File: config.mk
export PLATFORM = sky130hd
export DESIGN_NAME = asps_sine
export DESIGN_NICKNAME = d
export VERILOG_FILES = /design/src/hdl/asps_pkg.sv /design/src/hdl/asps_sine.sv
export SDC_FILE = /design/constraint.sdc
export NUM_CORES = 1
export LEC_CHECK = 0
export BUFFER_PORTS_ARGS = -buffer_cell sky130_fd_sc_hd__clkbuf_2
export CAP_MARGIN = 30
export CORE_MARGIN = 2
export CORE_UTILIZATION = 70
export CTS_BUF_LIST = sky130_fd_sc_hd__clkbuf_2 sky130_fd_sc_hd__clkbuf_4 sky130_fd_sc_hd__clkbuf_8
export CTS_CLUSTER_DIAMETER = 30
export DETAILED_ROUTE_END_ITERATION = 10
export GPL_ROUTABILITY_DRIVEN = 1
export GPL_TIMING_DRIVEN = 0
export PLACE_DENSITY = 0.87
export SLEW_MARGIN = 5
export SYNTH_ARGS = -nofsm -noshare
export SYNTH_HDL_FRONTEND = slang
export SYNTH_SLANG_ARGS = --single-unit
File: constraint.sdc
create_clock -name aclk -period 12.95 [get_ports aclk]
set_clock_uncertainty 0.1 [all_clocks]
set_input_delay 1.295 -clock aclk [delete_from_list [all_inputs] [get_ports aclk]]
set_output_delay 1.295 -clock aclk [all_outputs]
set_load 0.005 [all_outputs]
File: src/hdl/asps_pkg.sv
// Shared types and constants for the annulus sector point sampler.
`default_nettype none
package asps_pkg;

    localparam int ROOT_W     = 16;
    localparam int REM_W      = 19;
    localparam int TURN_W     = 16;
    localparam int RADIUS_W   = 15;
    localparam int XYZ_W      = 48;
    localparam int LANE_W     = 16;
    localparam int SIDE_W     = TURN_W + RADIUS_W;
    localparam int CELL_COUNT = ROOT_W;
    localparam int CFG_IDX_W  = 4;

    localparam logic [CFG_IDX_W-1:0] CFG_EDGE_MODE    = 4'd0;
    localparam logic [CFG_IDX_W-1:0] CFG_INNER_RADIUS = 4'd1;
    localparam logic [CFG_IDX_W-1:0] CFG_OUTER_RADIUS = 4'd2;
    localparam logic [CFG_IDX_W-1:0] CFG_MIN_ANGLE    = 4'd3;
    localparam logic [CFG_IDX_W-1:0] CFG_MAX_ANGLE    = 4'd4;
    localparam logic [CFG_IDX_W-1:0] CFG_CENTER_XYZ   = 4'd5;
    localparam logic [CFG_IDX_W-1:0] CFG_TANGENT_XYZ  = 4'd6;
    localparam logic [CFG_IDX_W-1:0] CFG_BINORMAL_XYZ = 4'd7;

    typedef struct packed {
        logic              vld;
        logic [REM_W-1:0]  rem;
        logic [ROOT_W-1:0] root;
        logic [ROOT_W-1:0] rad;
        logic [SIDE_W-1:0] side;
    } asps_cell_t;

endpackage
`default_nettype wire

File: src/hdl/asps_sine.sv
// Four-stage polynomial sine of a 16-bit turn angle, Q1.14 result.
`default_nettype none
module asps_sine (
    input  wire logic                              aclk,
    input  wire logic                              en,
    input  wire logic [asps_pkg::TURN_W-1:0]       turn,
    output logic signed [asps_pkg::LANE_W-1:0]     sine
);
    import asps_pkg::*;

    logic [14:0] z_next;
    logic [29:0] zz;
    logic [14:0] z1_reg, z2_1_reg, z2_2_reg;
    logic [14:0] z_2_reg, z_3_reg;
    logic        neg1_reg, neg2_reg, neg3_reg;
    logic [25:0] p1160;
    logic [13:0] i_next, i_reg;
    logic [28:0] pzi;
    logic [14:0] m_next, m_reg;
    logic [29:0] pzm;
    logic signed [LANE_W-1:0] sine_next, sine_reg;

    always_comb begin
        z_next    = turn[14] ? (15'd16384 - {1'b0, turn[13:0]}) : {1'b0, turn[13:0]};
        zz        = z_next * z_next;
        p1160     = z2_1_reg * 11'd1160;
        i_next    = 14'(14'd10512 - 14'(p1160 >> 14));
        pzi       = z2_2_reg * i_reg;
        m_next    = 15'(15'd25736 - 15'(pzi >> 14));
        pzm       = z_3_reg * m_reg;
        sine_next = neg3_reg ? -$signed({1'b0, pzm[28:14]}) : $signed({1'b0, pzm[28:14]});
    end

    always_ff @(posedge aclk) begin
        if (en) begin
            z1_reg   <= z_next;
            z2_1_reg <= zz[28:14];
            neg1_reg <= turn[15];
            i_reg    <= i_next;
            z2_2_reg <= z2_1_reg;
            z_2_reg  <= z1_reg;
            neg2_reg <= neg1_reg;
            m_reg    <= m_next;
            z_3_reg  <= z_2_reg;
            neg3_reg <= neg2_reg;
            sine_reg <= sine_next;
        end
    end

    assign sine = sine_reg;
endmodule
`default_nettype wire

==> out/results.txt <==
outcome: finished clean
Via density: 5.86
synth top area cells: fa_1 (36%), ha_1 (15%), edfxtp_1 (14%)
worst hold path endpoint: z_3_reg[7]
hold path cells: 0
DRC viols: 0
total wire length: 59.0 mm
Final ANT Viol Nets: 0
n_diodes: 0
1st-iter DRT viols: 1340
Port-buffer cells: 33
WHS: 321 ps
synthesis warning total: 0
Syn Area/Cell: 9.60 µm²
core footprint: 36300 µm²
Max Slew Vio Count: 0
Reg2Reg Depth: 28
first drt pass iteration count: 6
Post-synth top cells: inv_1 (606), fa_1 (459), nand2_1 (321), ha_1 (316), and2_1 (217)
CTS resizes: 0
Max-Cap Viols: 0
Crit Path Max Fanout: 10
synthesized flop and latch total: 123
Die ar.: 38100 µm²
total CTS buffers: 17
number of synthesized flops with an enable pin: 123
Placed Area: 26400 µm²
Avg WL per Cell: 18.4 µm
Synth area leader: fa_1
min Tclk post-route: 10020 ps
Clk Latency, worst-skew pair: 480 ps
final instance count without filler cells: 3212
Worst setup SP type: primary input
area delta synth->final: 4.57%
cell with the most instances after synthesis: inv_1
hold_buf cts: 0
crit path DAT: 10150 ps
RSZ-0062 raised after global routing: no
GR Overflow Total: 0
first-pass GRT wire length: 101 mm
I/O pin count: 34
Initial Util: 70.5%
H-tree Lvls: 4
Slowest-stage cell, CP: xor2_1
Critical Path Most Common Cell: fa_1
share of layout cells above drive strength 1: 3.50%
Chip Width: 195 µm
# setup viols final: 0
Required @ worst endpoint: 13070 ps
CTS tree: done
CTS sink count: 123
Die Y: 195 µm
clk root buf: clkbuf_8
via count: 18.8k
min-delay src: z_2_reg[7]
Max clock buf depth: 2
Final TNS setup: 0 ps
Cells after Synth: 2669
Max stage delay on crit path: 660 ps
Hold Crit Class: flop to flop
GP Congestion: 0.928
final hold violation count: 0
CP Class: primary input to flop
max reg flops: 16
GR Util All Layers: 33.4%
final worst-path cycle share: 77.4%
largest net degree at the start of global routing: 99
worst slew pin tran: 1050 ps
Cells after DPL: 3181
initial antenna violation count: 0
# Post-CTS Setup Buffers: 0
post-synth cell types: 86
FMAX: 99.8 MHz
Nets: 3525
DP Wirelength: 48.8 mm
Crit Reg-Reg Endpoint: m_reg[12]
# rows: 70
Main synth FF type: edfxtp_1
Synth Cell Area: 25600 µm²
Seq/Total Area, Yosys: 14.4%
post-route design area: 26800 µm²
asr flop ratio synth: 0%
worst relative slew slack: 29.8%
Yosys top cell area share: 35.9%
flop-to-flop setup slack: 4890 ps
number of global-route vias before repair: 21.4k
clock-pin slew on the worst setup and hold paths: 80 ps
crit end category: flop
reg2reg start: i_reg[4]
[worst max-delay path by stage]
stage,cells past startpoint,slack [ps],endpoint,start
CTS,31,3030,z2_1_reg[7],turn[0]
global route,31,2410,z2_1_reg[7],turn[0]
floorplan,34,4300,z2_1_reg[12],turn[0]
finish,31,2930,z2_1_reg[7],turn[0]
global placement,31,2780,z2_1_reg[7],turn[0]
detailed placement,31,2570,z2_1_reg[7],turn[0]
[cell usage in the layout, fill, tap and decap left out, types with 7 or more instances in the layout]
| master | instances |
|---|---|
| clkbuf_1 | 74 |
| edfxtp_1 | 123 |
| nand3_1 | 11 |
| o21ai_1 | 7 |
| and2_1 | 217 |
| nor2b_1 | 11 |
| a21oi_1 | 50 |
| xor2_1 | 30 |
| conb_1 | 9 |
| ha_1 | 316 |
| a211oi_1 | 9 |
| inv_1 | 606 |
| or3_1 | 11 |
| clkbuf_2 | 32 |
| nand2_1 | 321 |
| a31oi_1 | 8 |
| o211ai_1 | 9 |
| fa_1 | 459 |
| o21a_1 | 7 |
| nor3_1 | 20 |
| xnor2_1 | 74 |
| nand2b_1 | 13 |
| o21ai_0 | 34 |
| and3_1 | 12 |
| a21o_1 | 18 |
| nor2_1 | 101 |
| clkbuf_8 | 18 |
[per-stage QoR]
stage | util [%] | worst slack (ps)
after global routing | 73.7 | 2410
after global placement | 72.6 | 2780
after CTS | 73.7 | 3030
after detailed placement | 72.8 | 2570
final | 73.7 | 2930
after floorplan | - | 4300
[area by class of cell]
type | instances | area (µm²)
Timing Repair Buffer | 37 | 224
Buffer | 80 | 305
Multi-Input combinational cell | 1861 | 19300
Sequential cell | 123 | 3690
Fill cell | 2415 | 9570
Inverter | 612 | 2300
Clock buffer | 17 | 234
Tap cell | 468 | 586
Clock inverter | 14 | 100
[critical path, delay by kind of cell]
kind / cells / cell delay (ps)
compound gates: 5 / 1530
xor+xnor: 2 / 780
fa+ha+maj: 8 / 3570
buf+inv: 7 / 1430
simple gates: 9 / 1510
[routing by layer]
metal	global-route usage, %	vias to the layer above	wire (µm)
met5	0	-	0
li1	-	8358	-
met3	5.72	241	4750
met4	15.8	0	2730
met1	39.7	9360	21800
met2	59.2	870	29800
[logic make-up (layout without fill, tap and decap cells)]
| logic type | count (synthesis) | count (layout) | share of synthesized area (%) |
|---|---|---|---|
| AO/OA/AOI/OAI | 209 | 209 | 5.82 |
| XOR/XNOR | 104 | 104 | 3.56 |
| flip-flops | 123 | 123 | 14.4 |
| multiplexers | 5 | 5 | 0.205 |
| other | 2 | 9 | 0.0293 |
| adder cells (fa/ha/maj) | 775 | 775 | 51.3 |
| AND/OR/NAND/NOR | 759 | 759 | 14.5 |
| buffers and inverters | 692 | 760 | 10.2 |
Power is left out: the tool's default activity adds up to more than one toggle a clock period on the data nets, which glitch-free logic cannot reach.
