## src/hdl/asps_pkg.sv

```systemverilog
// Shared types and constants for the annulus sector point sampler.
`default_nettype none
package asps_pkg;

    localparam int ROOT_W     = 16;
    localparam int REM_W      = 19;
    localparam int TURN_W     = 16;
    localparam int RADIUS_W   = 15;
    localparam int XYZ_W      = 48;
    localparam int LANE_W     = 16;
    localparam int SIDE_W     = TURN_W + RADIUS_W;
    localparam int CELL_COUNT = ROOT_W;
    localparam int CFG_IDX_W  = 4;

    localparam logic [CFG_IDX_W-1:0] CFG_EDGE_MODE    = 4'd0;
    localparam logic [CFG_IDX_W-1:0] CFG_INNER_RADIUS = 4'd1;
    localparam logic [CFG_IDX_W-1:0] CFG_OUTER_RADIUS = 4'd2;
    localparam logic [CFG_IDX_W-1:0] CFG_MIN_ANGLE    = 4'd3;
    localparam logic [CFG_IDX_W-1:0] CFG_MAX_ANGLE    = 4'd4;
    localparam logic [CFG_IDX_W-1:0] CFG_CENTER_XYZ   = 4'd5;
    localparam logic [CFG_IDX_W-1:0] CFG_TANGENT_XYZ  = 4'd6;
    localparam logic [CFG_IDX_W-1:0] CFG_BINORMAL_XYZ = 4'd7;

    typedef struct packed {
        logic              vld;
        logic [REM_W-1:0]  rem;
        logic [ROOT_W-1:0] root;
        logic [ROOT_W-1:0] rad;
        logic [SIDE_W-1:0] side;
    } asps_cell_t;

endpackage
`default_nettype wire

```

## src/hdl/asps_sqrt_cell.sv

```systemverilog
// One cell of the square-root chain: resolves one root bit per cell.
`default_nettype none
module asps_sqrt_cell (
    input  wire logic               aclk,
    input  wire logic               aresetn,
    input  wire logic               en,
    input  asps_pkg::asps_cell_t    cell_in,
    output asps_pkg::asps_cell_t    cell_out
);
    import asps_pkg::*;

    logic [REM_W-1:0] rem_sh;
    logic [REM_W-1:0] trial;
    logic             fits;
    asps_cell_t       cell_next;
    asps_cell_t       cell_reg;

    always_comb begin
        rem_sh = {cell_in.rem[REM_W-3:0], cell_in.rad[ROOT_W-1 -: 2]};
        trial  = {1'b0, cell_in.root, 2'b01};
        fits   = (rem_sh >= trial);
        cell_next.vld  = cell_in.vld;
        cell_next.rem  = fits ? (rem_sh - trial) : rem_sh;
        cell_next.root = {cell_in.root[ROOT_W-2:0], fits};
        cell_next.rad  = {cell_in.rad[ROOT_W-3:0], 2'b00};
        cell_next.side = cell_in.side;
    end

    always_ff @(posedge aclk) begin
        if (!aresetn) begin
            cell_reg.vld <= 1'b0;
        end else if (en) begin
            cell_reg.vld <= cell_next.vld;
        end
        if (en) begin
            cell_reg.rem  <= cell_next.rem;
            cell_reg.root <= cell_next.root;
            cell_reg.rad  <= cell_next.rad;
            cell_reg.side <= cell_next.side;
        end
    end

    assign cell_out = cell_reg;
endmodule
`default_nettype wire

```

## config.mk

```make
export PLATFORM = sky130hd
export DESIGN_NAME = asps_sqrt_cell
export DESIGN_NICKNAME = d
export VERILOG_FILES = /design/src/hdl/asps_pkg.sv /design/src/hdl/asps_sqrt_cell.sv
export SDC_FILE = /design/constraint.sdc
export NUM_CORES = 1
export LEC_CHECK = 0
export BUFFER_PORTS_ARGS = -buffer_cell sky130_fd_sc_hd__buf_2
export CAP_MARGIN = 20
export CORE_MARGIN = 2
export CORE_UTILIZATION = 45
export CTS_BUF_LIST = sky130_fd_sc_hd__clkbuf_4 sky130_fd_sc_hd__clkbuf_8
export DETAILED_ROUTE_END_ITERATION = 10
export GPL_ROUTABILITY_DRIVEN = 1
export PLACE_DENSITY = 0.77
export SLEW_MARGIN = 15
export SYNTH_ARGS = -nofsm -noshare
export SYNTH_HDL_FRONTEND = slang
export SYNTH_SLANG_ARGS = --single-unit
```

## constraint.sdc

```tcl
create_clock -name aclk -period 2.9 [get_ports aclk]
set_input_delay 0.145 -clock aclk [delete_from_list [all_inputs] [get_ports aclk]]
set_output_delay 0.145 -clock aclk [all_outputs]
set_load 0.01 [all_outputs]
```

==> results of run 1 <==
## per-layer routing
metal,track usage (%),routed length [um],vias up,share of wire [%]
li1,-,-,1438,-
met1,23.1,3670,1392,37
met2,40.7,5200,130,52
met3,5.69,803,18,8.1
met4,9.18,227,2,2.3
met5,0,13,-,0.13
## cells by family after synthesis
logic type | Yosys count | synth area share [%]
xor gates and xnor gates | 15 | 3.50
AOI/OAI and AO/OA | 53 | 9.90
muxes | 19 | 6.30
buffers and inverters | 27 | 3.43
adders and majority gates | 18 | 6.00
other | 1 | 0.0999
and+or+nand+nor | 45 | 6.20
DFF | 81 | 64.6
## what timing repair did
action	CTS	global route
gates resized for setup	0	0
endpoints found under the hold margin	61	0
hold buffers	61	0
## placed cells by master (no fill, tap or decap), types with 8 or more instances in the layout
| master | instances |
|---|---|
| ha_1 | 18 |
| inv_1 | 21 |
| edfxtp_1 | 80 |
| clkbuf_8 | 10 |
| nand2_1 | 12 |
| o21ai_0 | 10 |
| mux2_2 | 9 |
| dlygate4sd3_1 | 61 |
| nor2_1 | 10 |
| buf_2 | 163 |
| xnor2_1 | 8 |
| a21oi_1 | 15 |
## per-stage QoR
| stage | total power [mW] | hold WS, ns | std cells |
|---|---|---|---|
| after floorplan | 1.82 | 0.244 | 260 |
| after global placement | 2.04 | 0.322 | 525 |
| after detailed placement | 2.05 | 0.324 | 525 |
| after CTS | 2.99 | 0.0449 | 602 |
| after global routing | 3.12 | 0.0875 | 602 |
| final | 2.98 | 0.0570 | 602 |
## cell type report
class	count	area [um2]
clock buffer	10	138
clock inverter	6	73.8
fill	579	2640
inverter	21	78.8
multi-input combinational	152	1200
sequential	81	2420
tap	105	131
timing repair buffer	227	1450
## power groups by stage
stage	clock network [mW]	logic [mW]	registers [mW]
after floorplan	0	0.277	1.54
after global placement	0	0.566	1.47
after detailed placement	0	0.578	1.47
after CTS	0.892	0.648	1.45
after global routing	0.943	0.712	1.46
final	0.880	0.650	1.45
## worst min-delay path by stage
| stage | startpoint | endpoint | cells after the start |
|---|---|---|---|
| 6_report | cell_in[82] | cell_out[82] | 3 |
| 5_1_grt | cell_in[82] | cell_out[82] | 3 |
| 4_1_cts | cell_in[82] | cell_out[82] | 3 |
| 3_5_place_dp | cell_in[39] | cell_out[41] | 1 |
| 3_3_place_gp | cell_in[40] | cell_out[42] | 1 |
| 2_1_floorplan | cell_in[0] | cell_out[0] | 0 |
## worst min-delay path, cell delays in order
cell and delay (ns):
buf_2 0.08, mux2i_1 0.06, nor2b_1 0.09
==> impl_metrics.json, run 1 <==
{
  "status": "finished, final reports clean",
  "wire_per_inst_um": 16.5,
  "drt_first_pass_iters": 4,
  "hpwl_um": 6380,
  "crit_path_end": "cell_out[69]",
  "worstSkewPairLatency_ns": 0.35,
  "synth_top_area_share_pct": 64.0,
  "switchingPower_mw": 0.805,
  "clockBufferDepth": 2,
  "finalHoldViolCount": 0,
  "dieArea_um2": 9080,
  "ys_types": 45,
  "cp-startpoint": "cell_in[51]",
  "async_reset_ff_share_pct": 0,
  "io_pins": 169,
  "start_util_pct": 46.1,
  "utilization_pct": 67.6,
  "cts_sinks": 81,
  "overflow": 0,
  "skew_ns": 0,
  "wirelength_um": 9910,
  "core_area_um2": 8130,
  "syn_inst": 259,
  "grt_util_all_layers_pct": 21.9,
  "maxCapViolCount": 0,
  "largest_reg_flops": 81,
  "setup_slack_ns": 0.267,
  "fin_nets": 596,
  "n_antenna_cell": 0,
  "syn-cell-area_um2": 3750,
  "pwr-share-comb_pct": 21.8,
  "die_w_um": 95.3,
  "vias": 2980,
  "yosysMostFrequentCell": "edfxtp_1",
  "synth_common_cells": "edfxtp_1, inv_1, ha_1",
  "design_area_um2": 5500,
  "htreeDepth": 3,
  "p_int_mw": 2.18,
  "finalSetupViolations": 0,
  "worstPathMaxFanout": 8,
  "slew_headroom_pct": 30.1,
  "hold_path_class": "primary input to register",
  "cts_root_buffer": "clkbuf_8",
  "yosys_warnings": 0,
  "seq_area_frac_synth_pct": 64.6,
  "netlist_top_cells_area": "edfxtp_1, ha_1, mux2_4",
  "crit_slowest_cell": "dlygate4sd3_1",
  "cts_tree": "yes",
  "place_area_um2": 4680,
  "cts_setup_buffers": 0,
  "worst_pin_slew_ns": 1.05,
  "r2r_start": "cell_out[82]",
  "rsz0062_at_grt": "no",
  "crit_chain": "dlygate4sd3_1, buf_2, inv_1, ha_1, a21oi_1, a211oi_2, a21oi_2, nor4_4, nor2_4, buf_4, mux2_2",
  "final_max_slew_viol_count": 0,
  "syn_area_per_cell_um2": 14.5,
  "path_depth": 11,
  "critPathArrivalTime_ns": 2.74,
  "preCtsSetupSlack_ns": 0.445,
  "slowest_delay_ns": 0.52,
  "switching_share_pct": 27.0,
  "min_period_ns": 2.63,
  "crit_path_end_kind": "register",
  "setup-tns-final_ns": 0,
  "first_global_vias": 2994,
  "ant_nets": 0,
  "cp-start-kind": "primary input",
  "ys.flop_type": "edfxtp_1",
  "path_buf_inv": 4,
  "critPathTopFamily": "buffers and inverters",
  "r2r_cells": 2,
  "criticalPathCategory": "primary input to register",
  "syn_to_final_growth_pct": 46.5,
  "rr_endpoint": "cell_out[82]",
  "seq_power_share_pct": 48.7,
  "first_iter_violations": 161,
  "grt_pass1_wl_um": 14700,
  "cts_buffers": 9,
  "drcViolationCount": 0,
  "vdd_drop_max_uv": 284,
  "via_per_inst": 4.95,
  "clk_pin_slew_ns": 0.09,
  "reg2reg_slack_ns": 2.29,
  "cp_data_required_time_ns": 3.01,
  "io_buffers": 164,
  "grt_max_degree": 82,
  "leakage_nw": 2.40,
  "die_y_um": 95.3,
  "min_period_over_period_pct": 90.8,
  "globalplace.congestion": 0.818,
  "fmaxAchievable_mhz": 380,
  "rows": 33,
  "synth-seq-cells": 81,
  "antenna_found_initial": 1,
  "power_density_nw_per_um2": 542,
  "synth.largest_area_cell": "edfxtp_1",
  "drive_gt1_share_pct": 42.1,
  "synth_edf_count": 80,
  "clockPowerShare_pct": 29.5
}
Power figures use the tool's default switching activity.
==> run 2, diff against run 1 <==
==> constraint.sdc (replaced) <==
create_clock -name aclk -period 2.9 [get_ports aclk]
set_input_delay 0.87 -clock aclk [delete_from_list [all_inputs] [get_ports aclk]]
set_output_delay 0.87 -clock aclk [all_outputs]
set_load 0.01 [all_outputs]
==> run 2 against run 1 <==
- wire length down 11%
- clock skew stayed put
- utilization is 5.2 points lower
- first-iteration DRC count down 21%
- power shrank 3.9%
- sequential power about the same
- cell count down 6.3%
- hold slack improved by 0.47 ns
- critical path type unchanged
- critical endpoint is now cell_out[77]
- largest cell class unchanged
- highest routed layer is now met4
==> impl_metrics.json, run 2 (synthesis results as in run 1) <==
{
  "status": "finished, final reports clean",
  "largest_reg_flops": 81,
  "final_max_slew_viol_count": 0,
  "core_area_um2": 8130,
  "cts_setup_buffers": 0,
  "multi_input_area_um2": 1200,
  "via_per_inst": 4.93,
  "crit_chain": "buf_2, inv_1, ha_1, buf_4, o211ai_2, a211oi_2, a21oi_2, nor4_4, nor2_4, buf_12, mux2_4",
  "hold_path_class": "register to register",
  "drive_gt1_share_pct": 50.5,
  "maxCapViolCount": 0,
  "mostFrequentLayoutCells": "buf_2, edfxtp_1, buf_4, inv_1, ha_1",
  "reg2reg_slack_ns": 2.30,
  "finalSetupViolations": 0,
  "ctsResizeCount": 0,
  "worstSkewPairLatency_ns": 0.34,
  "critPathArrivalTime_ns": 2.72,
  "vdd_drop_max_uv": 328,
  "overflow": 0,
  "wire_per_inst_um": 15.6,
  "r2r_start": "cell_out[82]",
  "globalplace.congestion": 0.824,
  "cts_buffers": 9,
  "rows": 33,
  "worstPathMaxFanout": 11,
  "design_area_um2": 5070,
  "n_antenna_cell": 0,
  "die_w_um": 95.3,
  "hpwl_um": 6750,
  "ant_nets": 0,
  "crit_slowest_cell": "ha_1",
  "rsz0062_at_grt": "no",
  "first_iter_violations": 127,
  "leakage_nw": 2.26,
  "fmaxAchievable_mhz": 381,
  "fin_nets": 558,
  "vias": 2780,
  "rr_endpoint": "cell_out[82]",
  "grt_pass1_wl_um": 12600,
  "syn_to_final_growth_pct": 35.1,
  "cts_sinks": 81,
  "cts_tree": "yes",
  "fill_cells": 665,
  "clockBufferDepth": 2,
  "holdWs_ns": 0.528,
  "cts_root_buffer": "clkbuf_8",
  "cp-startpoint": "cell_in[51]",
  "wirelength_um": 8790,
  "io_pins": 169,
  "io_buffers": 164,
  "power_density_nw_per_um2": 565,
  "setup_slack_ns": 0.277,
  "crit_path_end": "cell_out[77]",
  "min_period_over_period_pct": 90.4,
  "finalHoldViolCount": 0,
  "skew_ns": 0,
  "place_area_um2": 4890,
  "criticalPathCategory": "primary input to register",
  "cp_data_required_time_ns": 3.00,
  "clk_pin_slew_ns": 0.10,
  "antenna_found_initial": 0,
  "r2r_cells": 2,
  "slowest_delay_ns": 0.35,
  "grt_max_degree": 59,
  "crit_path_end_kind": "register",
  "cts-hold-fix-buffers": 0,
  "first_global_vias": 2616,
  "htreeDepth": 3,
  "cp-start-kind": "primary input",
  "seqCellArea_um2": 2420,
  "final_common_cell": "buf_2",
  "drcViolationCount": 0,
  "preCtsSetupSlack_ns": -0.0958,
  "min-delay-start": "cell_out[82]",
  "grt_util_all_layers_pct": 18.6,
  "start_util_pct": 46.1,
  "die_y_um": 95.3,
  "drt_first_pass_iters": 4,
  "min_period_ns": 2.62,
  "dieArea_um2": 9080
}
==> run 2: how the worst min path moves through the flow <==
| stage | end | slack (ns) | depth (start not counted) |
|---|---|---|---|
| 2_1_floorplan | cell_out[82] | 0.54 | 2 |
| 3_3_place_gp | cell_out[82] | 0.50 | 2 |
| 3_5_place_dp | cell_out[82] | 0.51 | 2 |
| 4_1_cts | cell_out[82] | 0.53 | 2 |
| 5_1_grt | cell_out[82] | 0.58 | 2 |
| 6_report | cell_out[82] | 0.53 | 2 |
==> run 2: final cells by class <==
type / instances / share of cell area, %
flip-flops and latches: 81 / 47.8
multi-input cells: 152 / 23.8
repair buffers: 189 / 20.7
well taps: 105 / 2.59
clock buffers: 9 / 2.44
inverters: 21 / 1.55
clock inverters: 7 / 1.21
==> run 2: through the flow <==
stage | power, mW | instances | utilization (%) | setup TNS (ns)
floorplan | 1.82 | 260 | - | 0
detailed placement | 2.11 | 548 | 60.1 | -1.10
finish | 2.86 | 564 | 62.3 | 0
global placement | 2.09 | 548 | 60.1 | -0.608
global route | 3.00 | 564 | 62.3 | 0
CTS | 2.89 | 564 | 62.3 | 0
==> run 2: critical path: cells and delay by family <==
kind                       cells  cell delay [ns]
buffers and inverters          4             0.42
adders and majority gates      1             0.35
muxes                          1             0.29
and+or+nand+nor                2             0.31
AOI/OAI and AO/OA              3             0.48
==> run 2: layer usage <==
metal	vias to the layer above	share of wire, %	track usage (%)
met5	-	0	0
met4	0	1.8	7.85
met3	15	9.3	6.40
met2	110	49	32.2
met1	1300	40	20.9
li1	1355	-	-
==> run 2: report_power, final <==
part           internal, mW  switching, mW
clock network         0.329          0.456
logic                 0.311          0.319
registers              1.42         0.0284
==> run 3, diff against run 2 <==
- ABC_CLOCK_PERIOD_IN_PS: unset -> 2900
- PLACE_DENSITY: 0.77 -> unset
- PLACE_DENSITY_LB_ADDON: unset -> 0.12
==> run 3 against run 2 <==
- non-clock buffer count increased by 2
- critical path type unchanged
- via count decreased by 2.2%
- register-to-register slack about the same
- combinational power decreased by 0.6%
- sequential share of layout area decreased by 0.59 points
- sequential cell count unchanged
- largest cell class unchanged
- largest power group unchanged
==> impl_metrics.json, run 3 (synthesis results as in run 1) <==
{
  "fin_nets": 560,
  "io_pins": 169,
  "vdd_drop_max_uv": 308,
  "n_antenna_cell": 0,
  "crit_path_end_kind": "register",
  "design_area_um2": 5130,
  "crit_path_end": "cell_out[80]",
  "cts_root_buffer": "clkbuf_8",
  "cp_data_required_time_ns": 3.00,
  "io_buffers": 164,
  "vias": 2719,
  "reg2reg_slack_ns": 2.30,
  "critPathArrivalTime_ns": 2.72,
  "fmaxAchievable_mhz": 381,
  "r2r_start": "cell_out[82]",
  "drt_first_pass_iters": 6,
  "clk_pin_slew_ns": 0.09,
  "min_period_ns": 2.62,
  "wire_per_inst_um": 14.3,
  "mostFrequentLayoutCells": "buf_2, edfxtp_1, buf_4, inv_1, ha_1",
  "leakage_nw": 2.29,
  "wirelength_um": 8090,
  "rows": 33,
  "dieArea_um2": 9080,
  "cts-hold-fix-buffers": 0,
  "drive_gt1_share_pct": 50.8,
  "status": "finished, final reports clean",
  "setup_slack_ns": 0.278,
  "cts_buffers": 9,
  "utilization_pct": 63.1,
  "grt_pass1_wl_um": 12200,
  "ctsResizeCount": 0,
  "criticalPathCategory": "primary input to register",
  "total_power_mw": 3.07,
  "power_density_nw_per_um2": 598,
  "finalSetupViolations": 0,
  "dpl.cell_count": 550,
  "min_period_over_period_pct": 90.4,
  "r2r_cells": 2,
  "hpwl_um": 6290,
  "hold_path_class": "register to register",
  "start_util_pct": 46.1,
  "holdWs_ns": 0.534,
  "finalHoldViolCount": 0,
  "antenna_found_initial": 0,
  "overflow": 0,
  "cts_tree": "yes",
  "grt_max_degree": 51,
  "drcViolationCount": 0,
  "rsz0062_at_grt": "no",
  "rr_endpoint": "cell_out[82]",
  "cts_setup_buffers": 0,
  "maxCapViolCount": 0,
  "die_w_um": 95.3,
  "globalplace.congestion": 0.791,
  "first_iter_violations": 104,
  "cp-start-kind": "primary input",
  "final_common_cell": "buf_2",
  "first_global_vias": 2617,
  "setup-tns-final_ns": 0,
  "stdcell_count": 566,
  "worstPathMaxFanout": 5,
  "final_max_slew_viol_count": 0,
  "cts_sinks": 81,
  "syn_to_final_growth_pct": 36.8,
  "worstSkewPairLatency_ns": 0.33,
  "grt_util_all_layers_pct": 17.7,
  "die_y_um": 95.3,
  "htreeDepth": 3,
  "via_per_inst": 4.80,
  "preCtsSetupSlack_ns": -0.0907,
  "skew_ns": 0,
  "cp-startpoint": "cell_in[47]",
  "largest_reg_flops": 81,
  "clockBufferDepth": 2,
  "place_area_um2": 4890,
  "ant_nets": 0,
  "core_area_um2": 8130
}
-- run 3: cell types whose count changed in the layout (fill, tap and decap cells not counted) --
cell	change
buf_12	-1
bufinv_16	+3
clkbuf_4	+1
buf_4	+3
clkinv_4	-1
clkinv_2	-1
inv_8	-2
-- run 3: routing by layer --
| metal | vias up | routed length [um] | share of wire, % | track usage (%) |
|---|---|---|---|---|
| li1 | 1369 | - | - | - |
| met1 | 1236 | 3250 | 40 | 20.5 |
| met2 | 106 | 4000 | 49 | 30.5 |
| met3 | 8 | 759 | 9.4 | 6.32 |
| met4 | 0 | 85 | 1.1 | 5.68 |
| met5 | - | 0 | 0 | 0 |
-- run 3: worst min-delay path by stage --
| stage | start | end | slack, ns | cells after the start |
|---|---|---|---|---|
| after floorplan | cell_out[82] | cell_out[82] | 0.54 | 2 |
| after detailed placement | cell_out[82] | cell_out[82] | 0.52 | 2 |
| after CTS | cell_out[82] | cell_out[82] | 0.54 | 2 |
| after global routing | cell_out[82] | cell_out[82] | 0.60 | 2 |
| final | cell_out[82] | cell_out[82] | 0.53 | 2 |
| after global placement | cell_out[82] | cell_out[82] | 0.50 | 2 |
-- run 3: worst max-delay path: stages --
cell and delay, ns:
buf_2 0.09, inv_1 0.04, ha_1 0.34, o21ai_0 0.16, a211oi_2 0.26, a21oi_1 0.17, o41ai_1 0.38, xor2_1 0.12
mux2_4 0.28
-- run 3: layout make-up --
cell class              instances  area (um2)
fillers                       677        3000
clock buffers                  10         131
multi-input cells             152        1200
clock inverters                 6         115
flip-flops and latches         81        2420
well taps                     105         131
inverters                      21        78.8
repair buffers                191        1050
-- run 3: power by group --
| group | leakage [nW] | internal (mW) | switching, mW |
|---|---|---|---|
| Clock | 0.121 | 0.588 | 0.414 |
| Combinational | 1.38 | 0.311 | 0.314 |
| Sequential | 0.791 | 1.42 | 0.0242 |
| Total | 2.29 | 2.32 | 0.753 |
